<file path="src/rtl/mqtt_packet_deframer_defines.svh">
// assertion macros used by the deframer parser
// no dependencies; taken in by `include where checks are written
`ifndef MQTT_PACKET_DEFRAMER_DEFINES_SVH
`define MQTT_PACKET_DEFRAMER_DEFINES_SVH

// same-cycle implication, checked outside reset
`define MPD_ASSERT_IMPL(lbl, clk, rst_n, ante, cons) \
    lbl: assert property (@(posedge clk) disable iff (!rst_n) (ante) |-> (cons)) \
        else $error("mpd check failed");

// next-cycle implication, checked outside reset
`define MPD_ASSERT_NEXT(lbl, clk, rst_n, ante, cons) \
    lbl: assert property (@(posedge clk) disable iff (!rst_n) (ante) |=> (cons)) \
        else $error("mpd check failed");

`endif

</file>
<file path="src/rtl/mpd_pkg.sv">
// types and constants of the mqtt packet deframer
// no dependencies; used by every module and the testbench
`default_nettype none

package mpd_pkg;

    typedef enum logic [1:0] {
        PH_HEADER = 2'd0,
        PH_LENGTH = 2'd1,
        PH_BODY   = 2'd2
    } t_phase;

    localparam logic [3:0] TYPE_CONNACK = 4'h2;
    localparam logic [3:0] TYPE_PUBLISH = 4'h3;
    localparam logic [3:0] TYPE_SUBACK  = 4'h9;

    localparam int         LEN_CAP       = 256;
    localparam logic [8:0] MAX_LEN_RESET = 9'd256;
    localparam logic [1:0] VARINT_LAST   = 2'd3;

    typedef struct packed {
        logic [3:0] packet_type;
        logic [3:0] header_flags;
        logic [7:0] body_offset;
        logic [7:0] body_byte;
        logic       last_of_packet;
    } t_result;

    typedef struct packed {
        logic       valid;
        logic [7:0] rx_byte;
    } t_in_item;

    typedef struct packed {
        logic    valid;
        t_result data;
    } t_res_push;

endpackage

`default_nettype wire

</file>
<file path="src/rtl/mpd_if.sv">
// valid/ready channel interfaces for received bytes and body results
// depends on nothing but the transfer protocol
`default_nettype none

interface mpd_rx_if;
    logic       valid;
    logic       ready;
    logic [7:0] rx_byte;

    modport source (output valid, output rx_byte, input ready);
    modport sink   (input valid, input rx_byte, output ready);
endinterface

interface mpd_body_if;
    logic       valid;
    logic       ready;
    logic [3:0] packet_type;
    logic [3:0] header_flags;
    logic [7:0] body_offset;
    logic [7:0] body_byte;
    logic       last_of_packet;

    modport source (output valid, output packet_type, output header_flags,
                    output body_offset, output body_byte, output last_of_packet,
                    input ready);
    modport sink   (input valid, input packet_type, input header_flags,
                    input body_offset, input body_byte, input last_of_packet,
                    output ready);
endinterface

`default_nettype wire

</file>
<file path="src/rtl/mqtt_packet_deframer.sv">
// top level of the mqtt 3.1.1 packet deframer
// depends on mpd_pkg, mpd_if, mpd_in_stage, mpd_parser and mpd_out_stage
//
// i_rx carries the inbound byte stream, one byte per transfer. o_body carries
// one transfer per body byte of CONNACK, SUBACK and PUBLISH packets, tagged
// with packet type, header flags, offset in the body and a last marker.
// Header and length bytes, bodies of other types and abandoned packets give
// no transfer. i_cfg_wr_en / i_cfg_wr_data write the body length limit; the
// limit in force is the smallest of that value, MAX_BODY and 256.
// A byte accepted on i_rx goes into the input register, is parsed
// combinationally from there, and its result is held in the result register,
// which drives o_body. Throughput: one byte per cycle while o_body does not
// stall, set by the combinational parse between the two registers.
// Reset (synchronous, active low) empties both registers, returns the parser
// to the header phase and sets the limit to 256.
// When o_body stalls, the result register holds; a byte that produces no
// result still moves through, and a byte that would produce one waits in the
// input register, which then holds i_rx.ready low.
`default_nettype none

module mqtt_packet_deframer #(
    parameter int MAX_BODY = 256
) (
    input  wire logic       i_clk,
    input  wire logic       i_rst_n,
    mpd_rx_if.sink          i_rx,
    mpd_body_if.source      o_body,
    input  wire logic       i_cfg_wr_en,
    input  wire logic [8:0] i_cfg_wr_data
);
    import mpd_pkg::*;

    t_in_item  w_item;
    t_res_push w_push;
    logic      w_take;
    logic      w_free;

    mpd_in_stage u_in (
        .i_clk   (i_clk),
        .i_rst_n (i_rst_n),
        .i_rx    (i_rx),
        .i_take  (w_take),
        .o_item  (w_item)
    );

    mpd_parser #(
        .MAX_BODY (MAX_BODY)
    ) u_parser (
        .i_clk         (i_clk),
        .i_rst_n       (i_rst_n),
        .i_cfg_wr_en   (i_cfg_wr_en),
        .i_cfg_wr_data (i_cfg_wr_data),
        .i_item        (w_item),
        .o_take        (w_take),
        .i_res_ready   (w_free),
        .o_push        (w_push)
    );

    mpd_out_stage u_out (
        .i_clk   (i_clk),
        .i_rst_n (i_rst_n),
        .i_push  (w_push),
        .o_free  (w_free),
        .o_body  (o_body)
    );

endmodule

`default_nettype wire

</file>
<file path="src/rtl/mpd_in_stage.sv">
// input register of the deframer: holds one received byte until parsed
// depends on mpd_pkg and mpd_rx_if
`default_nettype none

module mpd_in_stage (
    input  wire logic          i_clk,
    input  wire logic          i_rst_n,
    mpd_rx_if.sink             i_rx,
    input  wire logic          i_take,
    output mpd_pkg::t_in_item  o_item
);
    import mpd_pkg::*;

    logic       r_valid;
    logic [7:0] r_byte;

    assign i_rx.ready = !r_valid || i_take;

    always_ff @(posedge i_clk) begin
        if (!i_rst_n) begin
            r_valid <= 1'b0;
        end else if (i_rx.ready) begin
            r_valid <= i_rx.valid;
        end
    end

    always_ff @(posedge i_clk) begin
        if (i_rx.valid && i_rx.ready) begin
            r_byte <= i_rx.rx_byte;
        end
    end

    assign o_item.valid   = r_valid;
    assign o_item.rx_byte = r_byte;

endmodule

`default_nettype wire

</file>
<file path="src/rtl/mpd_parser.sv">
// fixed header and remaining-length parser with body byte tagging
// depends on mpd_pkg and mqtt_packet_deframer_defines.svh
`default_nettype none

`include "mqtt_packet_deframer_defines.svh"

module mpd_parser #(
    parameter int MAX_BODY = 256
) (
    input  wire logic               i_clk,
    input  wire logic               i_rst_n,
    input  wire logic               i_cfg_wr_en,
    input  wire logic [8:0]         i_cfg_wr_data,
    input  wire mpd_pkg::t_in_item  i_item,
    output logic                    o_take,
    input  wire logic               i_res_ready,
    output mpd_pkg::t_res_push      o_push
);
    import mpd_pkg::*;

    localparam int CAP = (MAX_BODY < LEN_CAP) ? MAX_BODY : LEN_CAP;

    t_phase     r_phase, n_phase;
    logic [7:0] r_header, n_header;
    logic [8:0] r_remaining, n_remaining;
    logic [1:0] r_idx, n_idx;
    logic [7:0] r_pos, n_pos;
    logic [8:0] r_max_len;

    logic [8:0]  w_limit;
    logic [4:0]  w_shift;
    logic [27:0] w_shifted;
    logic [10:0] w_sum;
    logic        w_over;
    logic        w_last;
    logic        w_emit;

    assign w_limit   = (r_max_len < 9'(CAP)) ? r_max_len : 9'(CAP);
    assign w_shift   = {1'b0, r_idx, 2'b00} + {1'b0, r_idx, 2'b00}
                     - {3'b000, r_idx};
    assign w_shifted = {21'd0, i_item.rx_byte[6:0]} << w_shift;
    assign w_sum     = {2'b00, r_remaining} + {1'b0, w_shifted[9:0]};
    assign w_over    = (|w_shifted[27:10]) || (w_sum > {2'b00, w_limit});
    assign w_last    = r_remaining <= 9'd1;

    // next state
    always_comb begin
        n_phase     = r_phase;
        n_header    = r_header;
        n_remaining = r_remaining;
        n_idx       = r_idx;
        n_pos       = r_pos;
        if (o_take) begin
            case (r_phase)
                PH_LENGTH: begin
                    if (w_over) begin
                        n_phase = PH_HEADER;
                    end else begin
                        n_remaining = w_sum[8:0];
                        if (!i_item.rx_byte[7]) begin
                            n_phase = (w_sum[8:0] != 9'd0) ? PH_BODY : PH_HEADER;
                        end else if (r_idx == VARINT_LAST) begin
                            n_phase = PH_HEADER;
                        end else begin
                            n_idx = r_idx + 2'd1;
                        end
                    end
                end
                PH_BODY: begin
                    n_pos = r_pos + 8'd1;
                    if (w_last) begin
                        n_remaining = 9'd0;
                        n_phase     = PH_HEADER;
                    end else begin
                        n_remaining = r_remaining - 9'd1;
                    end
                end
                default: begin
                    n_header    = i_item.rx_byte;
                    n_remaining = 9'd0;
                    n_idx       = 2'd0;
                    n_pos       = 8'd0;
                    n_phase     = PH_LENGTH;
                end
            endcase
        end
    end

    // outputs
    always_comb begin
        w_emit = 1'b0;
        case (r_phase)
            PH_BODY: begin
                w_emit = r_header[7:4] inside {TYPE_CONNACK, TYPE_PUBLISH, TYPE_SUBACK};
            end
            default: begin
                w_emit = 1'b0;
            end
        endcase
        o_take                   = i_item.valid && (!w_emit || i_res_ready);
        o_push.valid             = i_item.valid && w_emit && i_res_ready;
        o_push.data.packet_type  = r_header[7:4];
        o_push.data.header_flags = r_header[3:0];
        o_push.data.body_offset  = r_pos;
        o_push.data.body_byte    = i_item.rx_byte;
        o_push.data.last_of_packet = w_last;
    end

    always_ff @(posedge i_clk) begin
        if (!i_rst_n) begin
            r_phase     <= PH_HEADER;
            r_header    <= 8'd0;
            r_remaining <= 9'd0;
            r_idx       <= 2'd0;
            r_pos       <= 8'd0;
        end else begin
            r_phase     <= n_phase;
            r_header    <= n_header;
            r_remaining <= n_remaining;
            r_idx       <= n_idx;
            r_pos       <= n_pos;
        end
    end

    always_ff @(posedge i_clk) begin
        if (!i_rst_n) begin
            r_max_len <= MAX_LEN_RESET;
        end else if (i_cfg_wr_en) begin
            r_max_len <= i_cfg_wr_data;
        end
    end

    `MPD_ASSERT_IMPL(a_body_nonempty, i_clk, i_rst_n, r_phase == PH_BODY, r_remaining != 9'd0)
    `MPD_ASSERT_IMPL(a_push_in_body, i_clk, i_rst_n, o_push.valid, r_phase == PH_BODY && o_take)
    `MPD_ASSERT_NEXT(a_last_ends, i_clk, i_rst_n, o_take && r_phase == PH_BODY && w_last, r_phase == PH_HEADER)
    `MPD_ASSERT_IMPL(a_len_capped, i_clk, i_rst_n, r_phase == PH_LENGTH, r_remaining <= 9'(CAP))

endmodule

`default_nettype wire

</file>
<file path="src/rtl/mpd_out_stage.sv">
// result register of the deframer: holds one body byte until transferred
// depends on mpd_pkg and mpd_body_if
`default_nettype none

module mpd_out_stage (
    input  wire logic                i_clk,
    input  wire logic                i_rst_n,
    input  wire mpd_pkg::t_res_push  i_push,
    output logic                     o_free,
    mpd_body_if.source               o_body
);
    import mpd_pkg::*;

    logic    r_valid;
    t_result r_data;

    assign o_free = !r_valid || o_body.ready;

    always_ff @(posedge i_clk) begin
        if (!i_rst_n) begin
            r_valid <= 1'b0;
        end else if (o_free) begin
            r_valid <= i_push.valid;
        end
    end

    always_ff @(posedge i_clk) begin
        if (i_push.valid) begin
            r_data <= i_push.data;
        end
    end

    assign o_body.valid          = r_valid;
    assign o_body.packet_type    = r_data.packet_type;
    assign o_body.header_flags   = r_data.header_flags;
    assign o_body.body_offset    = r_data.body_offset;
    assign o_body.body_byte      = r_data.body_byte;
    assign o_body.last_of_packet = r_data.last_of_packet;

endmodule

`default_nettype wire

</file>
<file path="src/flat_wrapper.sv">
// flat-port wrapper written by rule: the top's interface ports become plain ports
module mqtt_packet_deframer_flat import mpd_pkg::*;
#(
    parameter int MAX_BODY = 256
)
  (i_clk, i_rst_n, i_cfg_wr_en, i_cfg_wr_data, i_rx_valid, i_rx_rx_byte, i_rx_ready, o_body_valid, o_body_packet_type, o_body_header_flags, o_body_body_offset, o_body_body_byte, o_body_last_of_packet, o_body_ready);
  mpd_rx_if i_rx_i ();
  mpd_body_if o_body_i ();
  input  wire logic i_clk;
  input  wire logic i_rst_n;
  input  wire logic i_cfg_wr_en;
  input  wire logic [8:0] i_cfg_wr_data;
  input wire logic [$bits(i_rx_i.valid)-1:0] i_rx_valid;
  input wire logic [$bits(i_rx_i.rx_byte)-1:0] i_rx_rx_byte;
  output wire logic [$bits(i_rx_i.ready)-1:0] i_rx_ready;
  output wire logic [$bits(o_body_i.valid)-1:0] o_body_valid;
  output wire logic [$bits(o_body_i.packet_type)-1:0] o_body_packet_type;
  output wire logic [$bits(o_body_i.header_flags)-1:0] o_body_header_flags;
  output wire logic [$bits(o_body_i.body_offset)-1:0] o_body_body_offset;
  output wire logic [$bits(o_body_i.body_byte)-1:0] o_body_body_byte;
  output wire logic [$bits(o_body_i.last_of_packet)-1:0] o_body_last_of_packet;
  input wire logic [$bits(o_body_i.ready)-1:0] o_body_ready;
  assign i_rx_i.valid = i_rx_valid;
  assign i_rx_i.rx_byte = i_rx_rx_byte;
  assign i_rx_ready = i_rx_i.ready;
  assign o_body_valid = o_body_i.valid;
  assign o_body_packet_type = o_body_i.packet_type;
  assign o_body_header_flags = o_body_i.header_flags;
  assign o_body_body_offset = o_body_i.body_offset;
  assign o_body_body_byte = o_body_i.body_byte;
  assign o_body_last_of_packet = o_body_i.last_of_packet;
  assign o_body_i.ready = o_body_ready;
  mqtt_packet_deframer #(.MAX_BODY(MAX_BODY)) u_core (.i_clk(i_clk), .i_rst_n(i_rst_n), .i_rx(i_rx_i), .o_body(o_body_i), .i_cfg_wr_en(i_cfg_wr_en), .i_cfg_wr_data(i_cfg_wr_data));
endmodule
</file>
<file path="config.mk">
export PLATFORM = sky130hd
export DESIGN_NAME = mqtt_packet_deframer_flat
export DESIGN_NICKNAME = d
export VERILOG_FILES = /design/src/rtl/mpd_pkg.sv /design/src/rtl/mpd_if.sv /design/src/rtl/mqtt_packet_deframer.sv /design/src/rtl/mpd_in_stage.sv /design/src/rtl/mpd_parser.sv /design/src/rtl/mpd_out_stage.sv /design/src/flat_wrapper.sv
export VERILOG_INCLUDE_DIRS = /design/src /design/src/rtl
export SDC_FILE = /design/constraint.sdc
export NUM_CORES = 1
export LEC_CHECK = 0
export BUFFER_PORTS_ARGS = -buffer_cell sky130_fd_sc_hd__buf_2
export CAP_MARGIN = 20
export CELL_PAD_IN_SITES_DETAIL_PLACEMENT = 2
export CELL_PAD_IN_SITES_GLOBAL_PLACEMENT = 2
export CORE_UTILIZATION = 39
export DETAILED_ROUTE_END_ITERATION = 8
export GPL_TIMING_DRIVEN = 1
export PLACE_DENSITY_LB_ADDON = 0.1
export SYNTH_ARGS = -nofsm -noshare
export SYNTH_HDL_FRONTEND = slang
export SYNTH_SLANG_ARGS = --single-unit
</file>
<file path="constraint.sdc">
create_clock -name i_clk -period 15.6 [get_ports i_clk]
set_input_delay 3.12 -clock i_clk [delete_from_list [all_inputs] [get_ports i_clk]]
set_output_delay 3.12 -clock i_clk [all_outputs]
set_load 0.1 [all_outputs]
</file>
==> flow_metrics.env <==
export IMPL_fin_crit_sh_pct=45.1
export IMPL_clock_skew_ns=0.0191
export IMPL_ys_top_cells_by_area="edfxtp_1 23%, dfxtp_1 18%, ha_1 7.4%, nor2_1 5.5%, mux2i_1 5.3%"
export IMPL_ctsRootBufferMaster="clkbuf_8"
export IMPL_fin_crit_ns=7.04
export IMPL_clkTransAtPathRegs_ns=0.07
export IMPL_worstSetupEndpointType="primary output"
export IMPL_drv_cap=0
export IMPL_grt_pass1_vias=4013
export IMPL_dpl_hpwl_um=9500
export IMPL_fillers=1207
export IMPL_synth_simple_gate_area_share_pct=21.3
export IMPL_min_path_type="flop to flop"
export IMPL_netlist_area_leader_share_pct=22.7
export IMPL_grt_total_usage_pct=24.2
export IMPL_ctsResizeCount=0
export IMPL_ir_drop_mv=0.0521
export IMPL_r2r_cells=20
export IMPL_timing_fmax_mhz=142
export IMPL_clock_path_buffers=2
export IMPL_power_switching_w=0.000122
export IMPL_wl_um=13100
export IMPL_cpMostUsedCell="buf_2"
export IMPL_die_x_um=108
export IMPL_gp_congestion=0.773
export IMPL_slowest_stage="buf_2"
export IMPL_power_per_cell_area_nw_per_um2=86.0
export IMPL_numClockSinks=73
export IMPL_mostFrequentLayoutCell="nor2_1"
export IMPL_setup_viol=0
export IMPL_drive_above_1_share_pct=14.8
export IMPL_synth_top_family_by_area="simple AND/OR/NAND/NOR gates"
export IMPL_grt_max_degree=30
export IMPL_first_iter_violations=154
export IMPL_r2r_start="u_core.u_parser.r_idx[0]"
export IMPL_synth_area_sq_um=4370
export IMPL_yosysSeqAreaShare_pct=41.0
export IMPL_synth_enable_flop_cells=33
export IMPL_die_y_um=108
export IMPL_synth_warnings=0
export IMPL_cts_buffers=9
export IMPL_ios=49
export IMPL_port_buffer_count=48
export IMPL_die_area_sq_um=11600
export IMPL_ant_nets=0
export IMPL_via_count=3790
export IMPL_rsz0062_at_grt="no"
export IMPL_antenna_found_initial=0
export IMPL_path_cells="buf_2 > nand2b_1 > nor2_1 > inv_1 > buf_2"
export IMPL_worstSetupPathType="primary input to primary output"
export IMPL_route_detailed_drc=0
export IMPL_rrSetupSlack_ns=8.71
export IMPL_totalPowerFinal_w=0.000422
export IMPL_antenna_cells=0
export IMPL_syn_num_nets=526
export IMPL_nets=563
export IMPL_seq_power_share_pct=50.0
export IMPL_cts_max_level=3
export IMPL_ys_seq_elements=73
export IMPL_synth_area_mux_share_pct=6.29
export IMPL_hold_buffers=0
export IMPL_start_util_pct=40.2
export IMPL_p_int_w=0.000300
export IMPL_holdPathEnd="u_core.u_out.o_body.header_flags[0]"
export IMPL_p_leak_nw=1.93
export IMPL_dr_pass1_iters=5
export IMPL_cts_tree="yes"
export IMPL_core_rowCount=38
export IMPL_final_util_pct=45.1
export IMPL_relSlewSlack_pct=33.1
export IMPL_synth_avg_cell_area_sq_um=9.17
export IMPL_hold_violations=0
export IMPL_cts_setup_buffers=0
export IMPL_slowest_delay_ns=0.29
export IMPL_ys_types=64
export IMPL_synth_xor_area_share_pct=4.21
export IMPL_crit_arrival_ns=3.92
export IMPL_outcome="finished, final reports clean"
export IMPL_synthCells=477
export IMPL_switching_share_pct=28.9
export IMPL_fin_tns_setup_ns=0
export IMPL_detail_route_wl_per_cell_um=19.9
export IMPL_slew_violations=0
export IMPL_grt_ovfl_total=0
export IMPL_clkPwrFrac_pct=36.0
export IMPL_synth_fa_ha_area_share_pct=7.90
export IMPL_synth_async_sr_flop_share_pct=0
export IMPL_worst_slew_pin_slew_ns=1.00
export IMPL_worstHoldPathCells=0
export IMPL_area_growth_pct=12.2
export IMPL_synth_compound_area_share_pct=15.3
export IMPL_critPathMaxFanout=3
export IMPL_clkLatencyLatePin_ns=0.37
export IMPL_power_frac_comb_pct=14.0
export IMPL_synth_largest_area_cell="edfxtp_1"
export IMPL_ys_flop_type="dfxtp_1"
export IMPL_vias_per_cell=5.75
export IMPL_core_area_sq_um=10900
export IMPL_final_cell_mix="63 x nor2_1, 48 x buf_2, 45 x nand2_1, 40 x dfxtp_1, 33 x edfxtp_1"
export IMPL_dp_cells=642
export IMPL_stdcell_count=659
export IMPL_critPathRequiredTime_ns=12.48
export IMPL_grt_pass1_wl_um=21400
export IMPL_min_from="u_core.u_parser.r_header[0]"
export IMPL_startpoint_type="primary input"
export IMPL_timing_rr_end="u_core.u_parser.r_idx[0]"
-- state kept, by name, summed over array words and instances (netlist names) --
name and count:
u_core.u_parser.r_max_len 9, u_core.u_parser.r_remaining 9, u_core.u_in.r_byte 8, u_core.u_out.o_body.body_byte 8, u_core.u_out.o_body.body_offset 8, u_core.u_parser.r_header 8
u_core.u_parser.r_pos 8, u_core.u_out.o_body.header_flags 4, u_core.u_out.o_body.packet_type 4, u_core.u_parser.r_idx 2, u_core.u_parser.r_phase 2, u_core.u_in.r_valid 1
u_core.u_out.o_body.last_of_packet 1, u_core.u_out.o_body.valid 1
-- through the flow --
stage	setup slack (ns)	instance area (sq um)	hold slack (ns)
after floorplan	8.59	4370	0.408
after global placement	8.62	4700	0.414
after detailed placement	8.57	4700	0.420
after CTS	8.54	4890	0.435
after global routing	8.08	4910	0.455
final	8.56	4910	0.434
-- cells in the mapped netlist (3+ instances only) --
library cell and number:
a211o_1 4, a211oi_1 3, a21o_1 3, a21oi_1 20
a222oi_1 3, a22o_1 3, a22oi_1 4, a31oi_1 12
and3_1 5, buf_2 7, clkbuf_1 14, dfxtp_1 40
edfxtp_1 33, ha_1 26, inv_1 19, mux2i_1 23
nand2_1 45, nand2b_1 11, nand3_1 15, nand3b_1 3
nand4_1 8, nor2_1 64, nor2b_1 7, nor3_1 6
nor4_1 5, o211ai_1 4, o21a_1 3, o21ai_0 8
o21ai_1 3, o22ai_1 5, o32ai_1 3, or4_1 6
xnor2_1 10, xor2_1 11
-- cell type report --
cell class              count  area, sq um  share of cell area, %
clock buffers               9          124                   2.52
repair buffers             50          263                   5.35
well taps                 140          175                   3.57
inverters                  20         75.1                   1.53
multi-input cells         360         2410                   49.1
flip-flops and latches     73         1790                   36.5
clock inverters             7         70.1                   1.43
-- worst max-delay path by stage --
stage / start / to / cells past startpoint / slack (ns)
2_1_floorplan: o_body_ready / i_rx_ready / 3 / 8.59
3_3_place_gp: o_body_ready / i_rx_ready / 5 / 8.62
3_5_place_dp: o_body_ready / i_rx_ready / 5 / 8.57
4_1_cts: o_body_ready / i_rx_ready / 5 / 8.54
5_1_grt: u_core.u_parser.r_idx[0] / u_core.u_parser.r_idx[0] / 22 / 8.08
6_report: o_body_ready / i_rx_ready / 5 / 8.56
-- routing by layer --
layer / part of all wire, % / GRT usage (%) / wire, um
met1: 46 / 30.6 / 6030
met2: 50 / 42.0 / 6620
met3: 2.0 / 3.09 / 257
met4: 1.6 / 8.71 / 214
met5: 0 / 0 / 0
-- kinds of logic (layout without fill, tap and decap cells) --
family,after synthesis,in the layout
and+or+nand+nor,190,190
xor gates and xnor gates,21,21
AOI/OAI and AO/OA,96,96
muxes,26,26
adders and majority gates,27,27
DFF,73,73
buffers and inverters,44,86
-- critical path: cells and delay by family --
family,cells,cell delay [ns]
simple gates,2,0.33
buf+inv,3,0.46
-- power by group through the flow --
stage          Combinational (W)  Sequential, W  Clock [W]
2_1_floorplan          0.0000417       0.000213          0
3_3_place_gp           0.0000555       0.000215          0
5_1_grt                0.0000657       0.000212   0.000162
4_1_cts                0.0000591       0.000211   0.000157
6_report               0.0000589       0.000211   0.000152
3_5_place_dp           0.0000586       0.000216          0
No activity file was read; power rests on OpenSTA's default activity.
